### src/design/ljf_pkg.sv
// Shared types and sizes of the longest-job-first scheduler.
// Used by ljf_cell, ljf_pick and longest_job_first_scheduler_top; depends on nothing.
package ljf_pkg;

  localparam int MAX_JOBS = 32;
  localparam int ARR_W    = 20;
  localparam int COST_W   = 16;
  localparam int TIME_W   = 24;
  localparam int SLOT_W   = (MAX_JOBS > 1) ? $clog2(MAX_JOBS) : 1;
  localparam int CNT_W    = $clog2(MAX_JOBS + 1);
  localparam int S_DATA_W = ((ARR_W + COST_W + 7) / 8) * 8;
  localparam int M_DATA_W = ((COST_W + 7) / 8) * 8;

  // One stored job as it sits in a cell of the ring.
  typedef struct packed {
    logic              vld;
    logic [SLOT_W-1:0] slot;
    logic [ARR_W-1:0]  arr;
    logic [COST_W-1:0] cost;
  } job_t;

  // Running candidates of one scan pass.
  typedef struct packed {
    job_t early;  // earliest arrival, then load order
    job_t best;   // arrived: largest cost, then earliest arrival, then load order
  } pick_t;

endpackage

### src/design/ljf_cell.sv
// One cell of the job ring: holds one job and takes its neighbor's job when enabled.
// Depends on ljf_pkg.
module ljf_cell (
  input  logic          clk_i,
  input  logic          rst_ni,
  input  logic          en_i,
  input  logic          clr_i,
  input  ljf_pkg::job_t d_i,
  output ljf_pkg::job_t q_o
);

  logic                      vld_q;
  logic [ljf_pkg::SLOT_W-1:0] slot_q;
  logic [ljf_pkg::ARR_W-1:0]  arr_q;
  logic [ljf_pkg::COST_W-1:0] cost_q;

  always_ff @(posedge clk_i or negedge rst_ni) begin
    if (!rst_ni) begin
      vld_q <= 1'b0;
    end else if (clr_i) begin
      vld_q <= 1'b0;
    end else if (en_i) begin
      vld_q <= d_i.vld;
    end
  end

  always_ff @(posedge clk_i) begin
    if (en_i) begin
      slot_q <= d_i.slot;
      arr_q  <= d_i.arr;
      cost_q <= d_i.cost;
    end
  end

  assign q_o = '{vld: vld_q, slot: slot_q, arr: arr_q, cost: cost_q};

endmodule

### src/design/ljf_pick.sv
// Scan comparator: folds one job per cycle, while enabled, into the earliest and the best-arrived candidate.
// Depends on ljf_pkg.
module ljf_pick (
  input  logic                       clk_i,
  input  logic                       rst_ni,
  input  logic                       en_i,
  input  logic                       start_i,
  input  ljf_pkg::job_t              job_i,
  input  logic [ljf_pkg::TIME_W-1:0] now_i,
  output ljf_pkg::pick_t             res_o
);

  ljf_pkg::job_t early_q, best_q;
  ljf_pkg::job_t early_b, best_b;
  ljf_pkg::job_t early_d, best_d;
  logic          arrived;
  logic          take_early, take_best;

  always_comb begin
    early_b = early_q;
    best_b  = best_q;
    // A new pass starts from empty candidates.
    if (start_i) begin
      early_b.vld = 1'b0;
      best_b.vld  = 1'b0;
    end

    arrived = job_i.vld && (ljf_pkg::TIME_W'(job_i.arr) <= now_i);

    take_early = job_i.vld &&
                 (!early_b.vld || (job_i.arr < early_b.arr) ||
                  ((job_i.arr == early_b.arr) && (job_i.slot < early_b.slot)));

    take_best = arrived &&
                (!best_b.vld || (job_i.cost > best_b.cost) ||
                 ((job_i.cost == best_b.cost) &&
                  ((job_i.arr < best_b.arr) ||
                   ((job_i.arr == best_b.arr) && (job_i.slot < best_b.slot)))));

    early_d = take_early ? job_i : early_b;
    best_d  = take_best  ? job_i : best_b;
  end

  always_ff @(posedge clk_i or negedge rst_ni) begin
    if (!rst_ni) begin
      early_q <= '0;
      best_q  <= '0;
    end else if (en_i) begin
      early_q <= early_d;
      best_q  <= best_d;
    end
  end

  assign res_o = '{early: early_d, best: best_d};

endmodule

### src/design/longest_job_first_scheduler_top.sv
// Longest-job-first scheduler: a ring of MAX_JOBS cells rotates past one comparator.
// Load: one job per cycle, no result. After the last job, one warm-up pass of the ring
// finds the start time, then each result needs one full ring pass past the single
// comparator at the ring head, plus any output stall.
// Reset (async, active low) empties the ring, clears counters, time and the output.
// Depends on ljf_pkg, ljf_cell and ljf_pick.
module longest_job_first_scheduler_top (
  input  logic                         clk_i,
  input  logic                         rst_ni,
  input  logic                         s_axis_tvalid_i,
  output logic                         s_axis_tready_o,
  // [19:0] arrival_time, [35:20] job_cost, upper bits zero
  input  logic [ljf_pkg::S_DATA_W-1:0] s_axis_tdata_i,
  input  logic                         s_axis_tlast_i,   // last_job
  output logic                         m_axis_tvalid_o,
  input  logic                         m_axis_tready_i,
  // [15:0] scheduled_cost
  output logic [ljf_pkg::M_DATA_W-1:0] m_axis_tdata_o,
  output logic                         m_axis_tlast_o    // final_result
);

  localparam logic [1:0] ST_LOAD = 2'd0;
  localparam logic [1:0] ST_INIT = 2'd1;
  localparam logic [1:0] ST_SCAN = 2'd2;

  logic [1:0]                   state_q, state_d;
  logic [ljf_pkg::CNT_W-1:0]    load_cnt_q, load_cnt_d;
  logic [ljf_pkg::CNT_W-1:0]    rem_q, rem_d;
  logic [ljf_pkg::SLOT_W-1:0]   pass_cnt_q, pass_cnt_d;
  logic [ljf_pkg::TIME_W-1:0]   time_q, time_d;
  logic                         kill_v_q, kill_v_d;
  logic [ljf_pkg::SLOT_W-1:0]   kill_slot_q, kill_slot_d;
  logic                         out_v_q, out_v_d;
  logic [ljf_pkg::COST_W-1:0]   out_cost_q, out_cost_d;
  logic                         out_last_q, out_last_d;

  ljf_pkg::job_t                cell_q [ljf_pkg::MAX_JOBS];
  ljf_pkg::job_t                cell_d [ljf_pkg::MAX_JOBS];
  ljf_pkg::job_t                head, new_job, sel;
  ljf_pkg::pick_t               pick;
  logic                         in_xfer, store, chain_en, chain_clr;
  logic                         scanning, pass_last, out_free, advance;
  logic [ljf_pkg::TIME_W-1:0]   sel_arr, start_t;

  assign s_axis_tready_o = (state_q == ST_LOAD);
  assign in_xfer         = s_axis_tvalid_i && s_axis_tready_o;
  assign store           = in_xfer && (load_cnt_q < ljf_pkg::CNT_W'(ljf_pkg::MAX_JOBS));

  assign scanning  = (state_q == ST_INIT) || (state_q == ST_SCAN);
  assign pass_last = (pass_cnt_q == ljf_pkg::SLOT_W'(ljf_pkg::MAX_JOBS - 1));
  assign out_free  = !out_v_q || m_axis_tready_i;
  // Hold the whole ring when a result is due but the output is still full.
  assign advance   = scanning && !(state_q == ST_SCAN && pass_last && !out_free);

  // Drop the job chosen in the previous pass as it comes round the head.
  always_comb begin
    head = cell_q[ljf_pkg::MAX_JOBS-1];
    if (kill_v_q && (head.slot == kill_slot_q)) begin
      head.vld = 1'b0;
    end
  end

  assign new_job = '{vld:  1'b1,
                     slot: ljf_pkg::SLOT_W'(load_cnt_q),
                     arr:  s_axis_tdata_i[ljf_pkg::ARR_W-1:0],
                     cost: s_axis_tdata_i[ljf_pkg::ARR_W +: ljf_pkg::COST_W]};

  // Shift new jobs in at the tail while loading, rotate while scanning.
  assign cell_d[0] = scanning ? head : new_job;
  assign chain_en  = store || advance;

  for (genvar gi = 0; gi < ljf_pkg::MAX_JOBS; gi++) begin : g_ring
    if (gi > 0) begin : g_link
      assign cell_d[gi] = cell_q[gi-1];
    end
    ljf_cell u_cell (
      .clk_i  (clk_i),
      .rst_ni (rst_ni),
      .en_i   (chain_en),
      .clr_i  (chain_clr),
      .d_i    (cell_d[gi]),
      .q_o    (cell_q[gi])
    );
  end

  ljf_pick u_pick (
    .clk_i   (clk_i),
    .rst_ni  (rst_ni),
    .en_i    (advance),
    .start_i (pass_cnt_q == '0),
    .job_i   (head),
    .now_i   (time_q),
    .res_o   (pick)
  );

  // An arrived job wins; with none arrived, take the earliest pending one.
  assign sel     = pick.best.vld ? pick.best : pick.early;
  assign sel_arr = ljf_pkg::TIME_W'(sel.arr);
  assign start_t = (sel_arr > time_q) ? sel_arr : time_q;

  always_comb begin
    state_d     = state_q;
    load_cnt_d  = load_cnt_q;
    rem_d       = rem_q;
    pass_cnt_d  = pass_cnt_q;
    time_d      = time_q;
    kill_v_d    = kill_v_q;
    kill_slot_d = kill_slot_q;
    out_v_d     = out_v_q && !m_axis_tready_i;
    out_cost_d  = out_cost_q;
    out_last_d  = out_last_q;
    chain_clr   = 1'b0;

    if (advance) begin
      pass_cnt_d = pass_last ? '0 : pass_cnt_q + 1'b1;
    end

    unique case (state_q)
      ST_LOAD: begin
        if (store) begin
          load_cnt_d = load_cnt_q + 1'b1;
        end
        if (in_xfer && s_axis_tlast_i) begin
          rem_d      = store ? load_cnt_q + 1'b1 : load_cnt_q;
          pass_cnt_d = '0;
          kill_v_d   = 1'b0;
          state_d    = ST_INIT;
        end
      end
      ST_INIT: begin
        // Warm-up pass: the clock starts at the earliest arrival.
        if (pass_last) begin
          time_d  = ljf_pkg::TIME_W'(pick.early.arr);
          state_d = ST_SCAN;
        end
      end
      ST_SCAN: begin
        if (pass_last && advance) begin
          time_d      = start_t + ljf_pkg::TIME_W'(sel.cost);
          kill_v_d    = 1'b1;
          kill_slot_d = sel.slot;
          out_v_d     = 1'b1;
          out_cost_d  = sel.cost;
          out_last_d  = (rem_q == ljf_pkg::CNT_W'(1));
          rem_d       = rem_q - 1'b1;
          if (rem_q == ljf_pkg::CNT_W'(1)) begin
            // Schedule done: empty the store for the next batch.
            chain_clr  = 1'b1;
            load_cnt_d = '0;
            kill_v_d   = 1'b0;
            state_d    = ST_LOAD;
          end
        end
      end
      default: begin
        state_d = ST_LOAD;
      end
    endcase
  end

  always_ff @(posedge clk_i or negedge rst_ni) begin
    if (!rst_ni) begin
      state_q    <= ST_LOAD;
      load_cnt_q <= '0;
      rem_q      <= '0;
      pass_cnt_q <= '0;
      time_q     <= '0;
      kill_v_q   <= 1'b0;
      out_v_q    <= 1'b0;
    end else begin
      state_q    <= state_d;
      load_cnt_q <= load_cnt_d;
      rem_q      <= rem_d;
      pass_cnt_q <= pass_cnt_d;
      time_q     <= time_d;
      kill_v_q   <= kill_v_d;
      out_v_q    <= out_v_d;
    end
  end

  always_ff @(posedge clk_i) begin
    kill_slot_q <= kill_slot_d;
    out_cost_q  <= out_cost_d;
    out_last_q  <= out_last_d;
  end

  assign m_axis_tvalid_o = out_v_q;
  assign m_axis_tdata_o  = ljf_pkg::M_DATA_W'(out_cost_q);
  assign m_axis_tlast_o  = out_last_q;

endmodule

### config.mk
export PLATFORM = sky130hd
export DESIGN_NAME = longest_job_first_scheduler_top
export DESIGN_NICKNAME = d
export VERILOG_FILES = /design/src/design/ljf_pkg.sv /design/src/design/ljf_cell.sv /design/src/design/ljf_pick.sv /design/src/design/longest_job_first_scheduler_top.sv
export SDC_FILE = /design/constraint.sdc
export NUM_CORES = 1
export LEC_CHECK = 0
export BUFFER_PORTS_ARGS = -buffer_cell sky130_fd_sc_hd__buf_2
export CORE_MARGIN = 3
export CORE_UTILIZATION = 62
export DETAILED_ROUTE_END_ITERATION = 10
export GPL_TIMING_DRIVEN = 0
export PLACE_DENSITY = 0.78
export SLEW_MARGIN = 0
export SYNTH_ARGS = -nofsm -noshare
export SYNTH_HDL_FRONTEND = slang
export SYNTH_SLANG_ARGS = --single-unit
### constraint.sdc
create_clock -name clk_i -period 51.1 [get_ports clk_i]
set_input_delay 10.22 -clock clk_i [delete_from_list [all_inputs] [get_ports clk_i]]
set_output_delay 10.22 -clock clk_i [all_outputs]
set_load 0.03 [all_outputs]
==> flow_summary.json <==
{
  "status": "complete, no violations",
  "period_share": 0.263,
  "cp.required_ns": 51.48,
  "min_period_ns": 13.42,
  "cts_setup_buffers": 0,
  "cp_max_fo": 80,
  "synth_warnings": 0,
  "grt_pass1_vias": 24000,
  "syn-num-nets": 2843,
  "synth-edff-count": 1334,
  "netlist_area_mm2": 0.0520,
  "io_pins": 64,
  "drc_errors": 0,
  "power_density_mw_per_mm2": 39.8,
  "cts_resized": 0,
  "cp.arrival_ns": 13.80,
  "drt_wl_total_um": 92500,
  "cts_root_buf": "clkbuf_16",
  "rsz0062_at_grt": "no",
  "grt_pass1_wl_um": 143000,
  "yosysSeqAreaShare": 0.848,
  "critPathLaunchType": "input port",
  "area_growth_pct": 12.9,
  "yosys.area.top_type_share": 0.771,
  "hpwl_um": 53400,
  "ys_seq_elements": 1495,
  "io_buffers": 59,
  "grt_max_degree": 123,
  "fin_tns_setup_ns": 0,
  "drt.antenna.violating_nets": 0,
  "clock_skew_ns": 0.0302,
  "clock.fmax_mhz": 74.5,
  "vias_per_cell": 5.81,
  "ir_worst_vdd_mv": 0.0374,
  "crit_path_end_kind": "register",
  "ys_types": 71,
  "layout-drive-gt1-share": 0.137,
  "synthFlopType": "edfxtp_1",
  "worst_slew_pin_slew_ns": 1.32,
  "fin_nets": 3067,
  "hold_class": "reg -> reg",
  "setup_ws_ns": 37.68,
  "die_h_um": 296,
  "wl_per_cell_um": 22.7,
  "htreeDepth": 4,
  "grt.overflow.total": 0,
  "slew_violations": 0,
  "drtIter0Drc": 2050,
  "yosys.area.top_type": "edfxtp_1",
  "cts.sinks": 1495,
  "core_area_mm2": 0.0826,
  "grtUsageTotal": 0.221,
  "first_pass_iters": 5,
  "synthTopCellsByArea": "edfxtp_1, dfrtp_1, ha_1",
  "clockBufferDepth": 3,
  "cts.clk_slew.worst_paths_ns": 0.06,
  "maxCapViolations": 0,
  "clk_latency_ns": 0.73,
  "dp_slack_ns": 36.91,
  "synth_cells": 2668,
  "vias": 23700,
  "ys_async_sr_fraction": 0.108,
  "total_power_mw": 2.34,
  "leakage_nw": 19.0,
  "fill_cells": 4728,
  "cts_tree": "done",
  "cts_hold_buf": 0,
  "die_width_um": 296,
  "hold_violations": 0,
  "fp.dieArea_mm2": 0.0874,
  "avgSynthCellArea_um2": 19.5,
  "slew_headroom": 0.121,
  "routabilityCongestion": 0.871,
  "rows": 105,
  "start_util": 0.629,
  "critical_path_class": "in -> reg",
  "finalSetupViolCount": 0,
  "cts_buffers": 142,
  "grt_antenna_before_repair": 5
}
==> cell families (layout without fill, tap and decap cells) <==
family          count (synthesis)  in the layout  synth area share
compound gates                371            371            0.0447
xor+xnor                       24             24           0.00404
fa+ha+maj                     130            130            0.0314
buf+inv                       161            496            0.0124
flops                        1495           1495             0.848
mux                           126            126            0.0268
other cells                     0              4                 0
simple gates                  361            361            0.0325
==> worst paths after layout <==
path | from | to | slack [ns] | cells past startpoint
worst max-delay path | m_axis_tready_i | g_ring[7].u_cell.cost_q[9]$_DFFE_PP_ | 37.68 | 13
worst min-delay path | g_ring[15].u_cell.arr_q[19]$_DFFE_PP_ | g_ring[16].u_cell.arr_q[19]$_DFFE_PP_ | 0.40 | 0
worst max register to register | g_ring[31].u_cell.cost_q[14]$_DFFE_PP_ | time_q[23]$_DFFE_PN0P_ | 42.08 | 31
worst min register to register | g_ring[15].u_cell.arr_q[19]$_DFFE_PP_ | g_ring[16].u_cell.arr_q[19]$_DFFE_PP_ | 0.40 | 0
max in group asynchronous | rst_ni | u_pick.early_b[27]$_DFFE_PN0P_ | 40.76 | 2
min in group asynchronous | rst_ni | g_ring[8].u_cell.vld_q$_DFFE_PN0P_ | 9.36 | 1
==> cell usage after synthesis, drive strengths merged, types with 26 or more instances <==
library cell and n:
a211oi 31, mux2 104, dfrtp 161, clkbuf 41, nor2 81, o21ai 115, inv 98, nand2 168
o22ai 26, a21o 28, a21oi 105, edfxtp 1334, ha 129
==> area by class of cell <==
class                      instances  area (um2)  area share
timing repair buffer              80         868      0.0148
inverter                          98         368     0.00627
tap                             1070        1340      0.0228
sequential                      1495       44100       0.751
clock buffer                     180        3780      0.0644
clock inverter                    75         692      0.0118
multi-input combinational       1012        7250       0.124
buffer                            63         282     0.00480
antenna                            4        10.0    0.000171
==> state kept, by name, indices dropped and copies added (netlist names) <==
signal / flops
m_axis_tlast_o: 1
u_pick.best_q: 1
g_ring.u_cell.cost_q: 512
pass_cnt_q: 5
rem_q: 6
g_ring.u_cell.vld_q: 32
kill_slot_q: 5
m_axis_tdata_o: 16
time_q: 24
u_pick.best_b: 41
u_pick.early_q: 1
m_axis_tvalid_o: 1
load_cnt_q: 6
u_pick.early_b: 41
g_ring.u_cell.slot_q: 160
kill_v_q: 1
g_ring.u_cell.arr_q: 640
state_q: 2
==> cell usage in the layout, fill, tap and decap left out, types with 80 or more instances in the layout <==
| cell | netlist | final |
|---|---|---|
| inv_1 | 98 | 98 |
| edfxtp_1 | 1334 | 1334 |
| a21oi_1 | 103 | 103 |
| nor2_1 | 80 | 80 |
| dfrtp_1 | 161 | 161 |
| ha_1 | 129 | 129 |
| mux2_2 | 104 | 104 |
| o21ai_0 | 109 | 109 |
| clkbuf_16 | 0 | 144 |
| nand2_1 | 165 | 165 |
==> where the power goes <==
group          total (mW)  internal (mW)   switching (mW)
clock                1.02          0.574            0.445
combinational     0.00479        0.00141          0.00337
sequential           1.31           1.31  0.0000000000248
total                2.34           1.89            0.448
==> per-layer routing <==
layer	vias up	wire, um	global-route usage
met5	-	0	0
met4	0	2460	0.0750
li1	10700	-	-
met1	12000	41700	0.334
met3	197	4920	0.0401
met2	753	43400	0.333
==> metrics by stage <==
stage | hold slack, ns | cells | cell area [um2] | util
global placement | 0.402 | 3797 | 53600 | 0.649
floorplan | 0.400 | 2668 | 52000 | -
global route | 0.410 | 4074 | 58700 | 0.710
detailed placement | 0.405 | 3818 | 54200 | 0.656
CTS | 0.398 | 4073 | 58700 | 0.710
finish | 0.397 | 4077 | 58700 | 0.710
==> worst max-delay path, stage by stage <==
cell,delay [ns]
buf_2,0.08
nand2b_1,0.14
o21a_1,0.13
buf_2,0.23
nor2_1,0.18
inv_1,0.15
clkbuf_4,0.49
buf_16,0.30
buf_16,0.30
buf_16,0.36
buf_16,0.38
buf_12,0.30
buf_16,0.34
(Power assumes the default switching activity.)
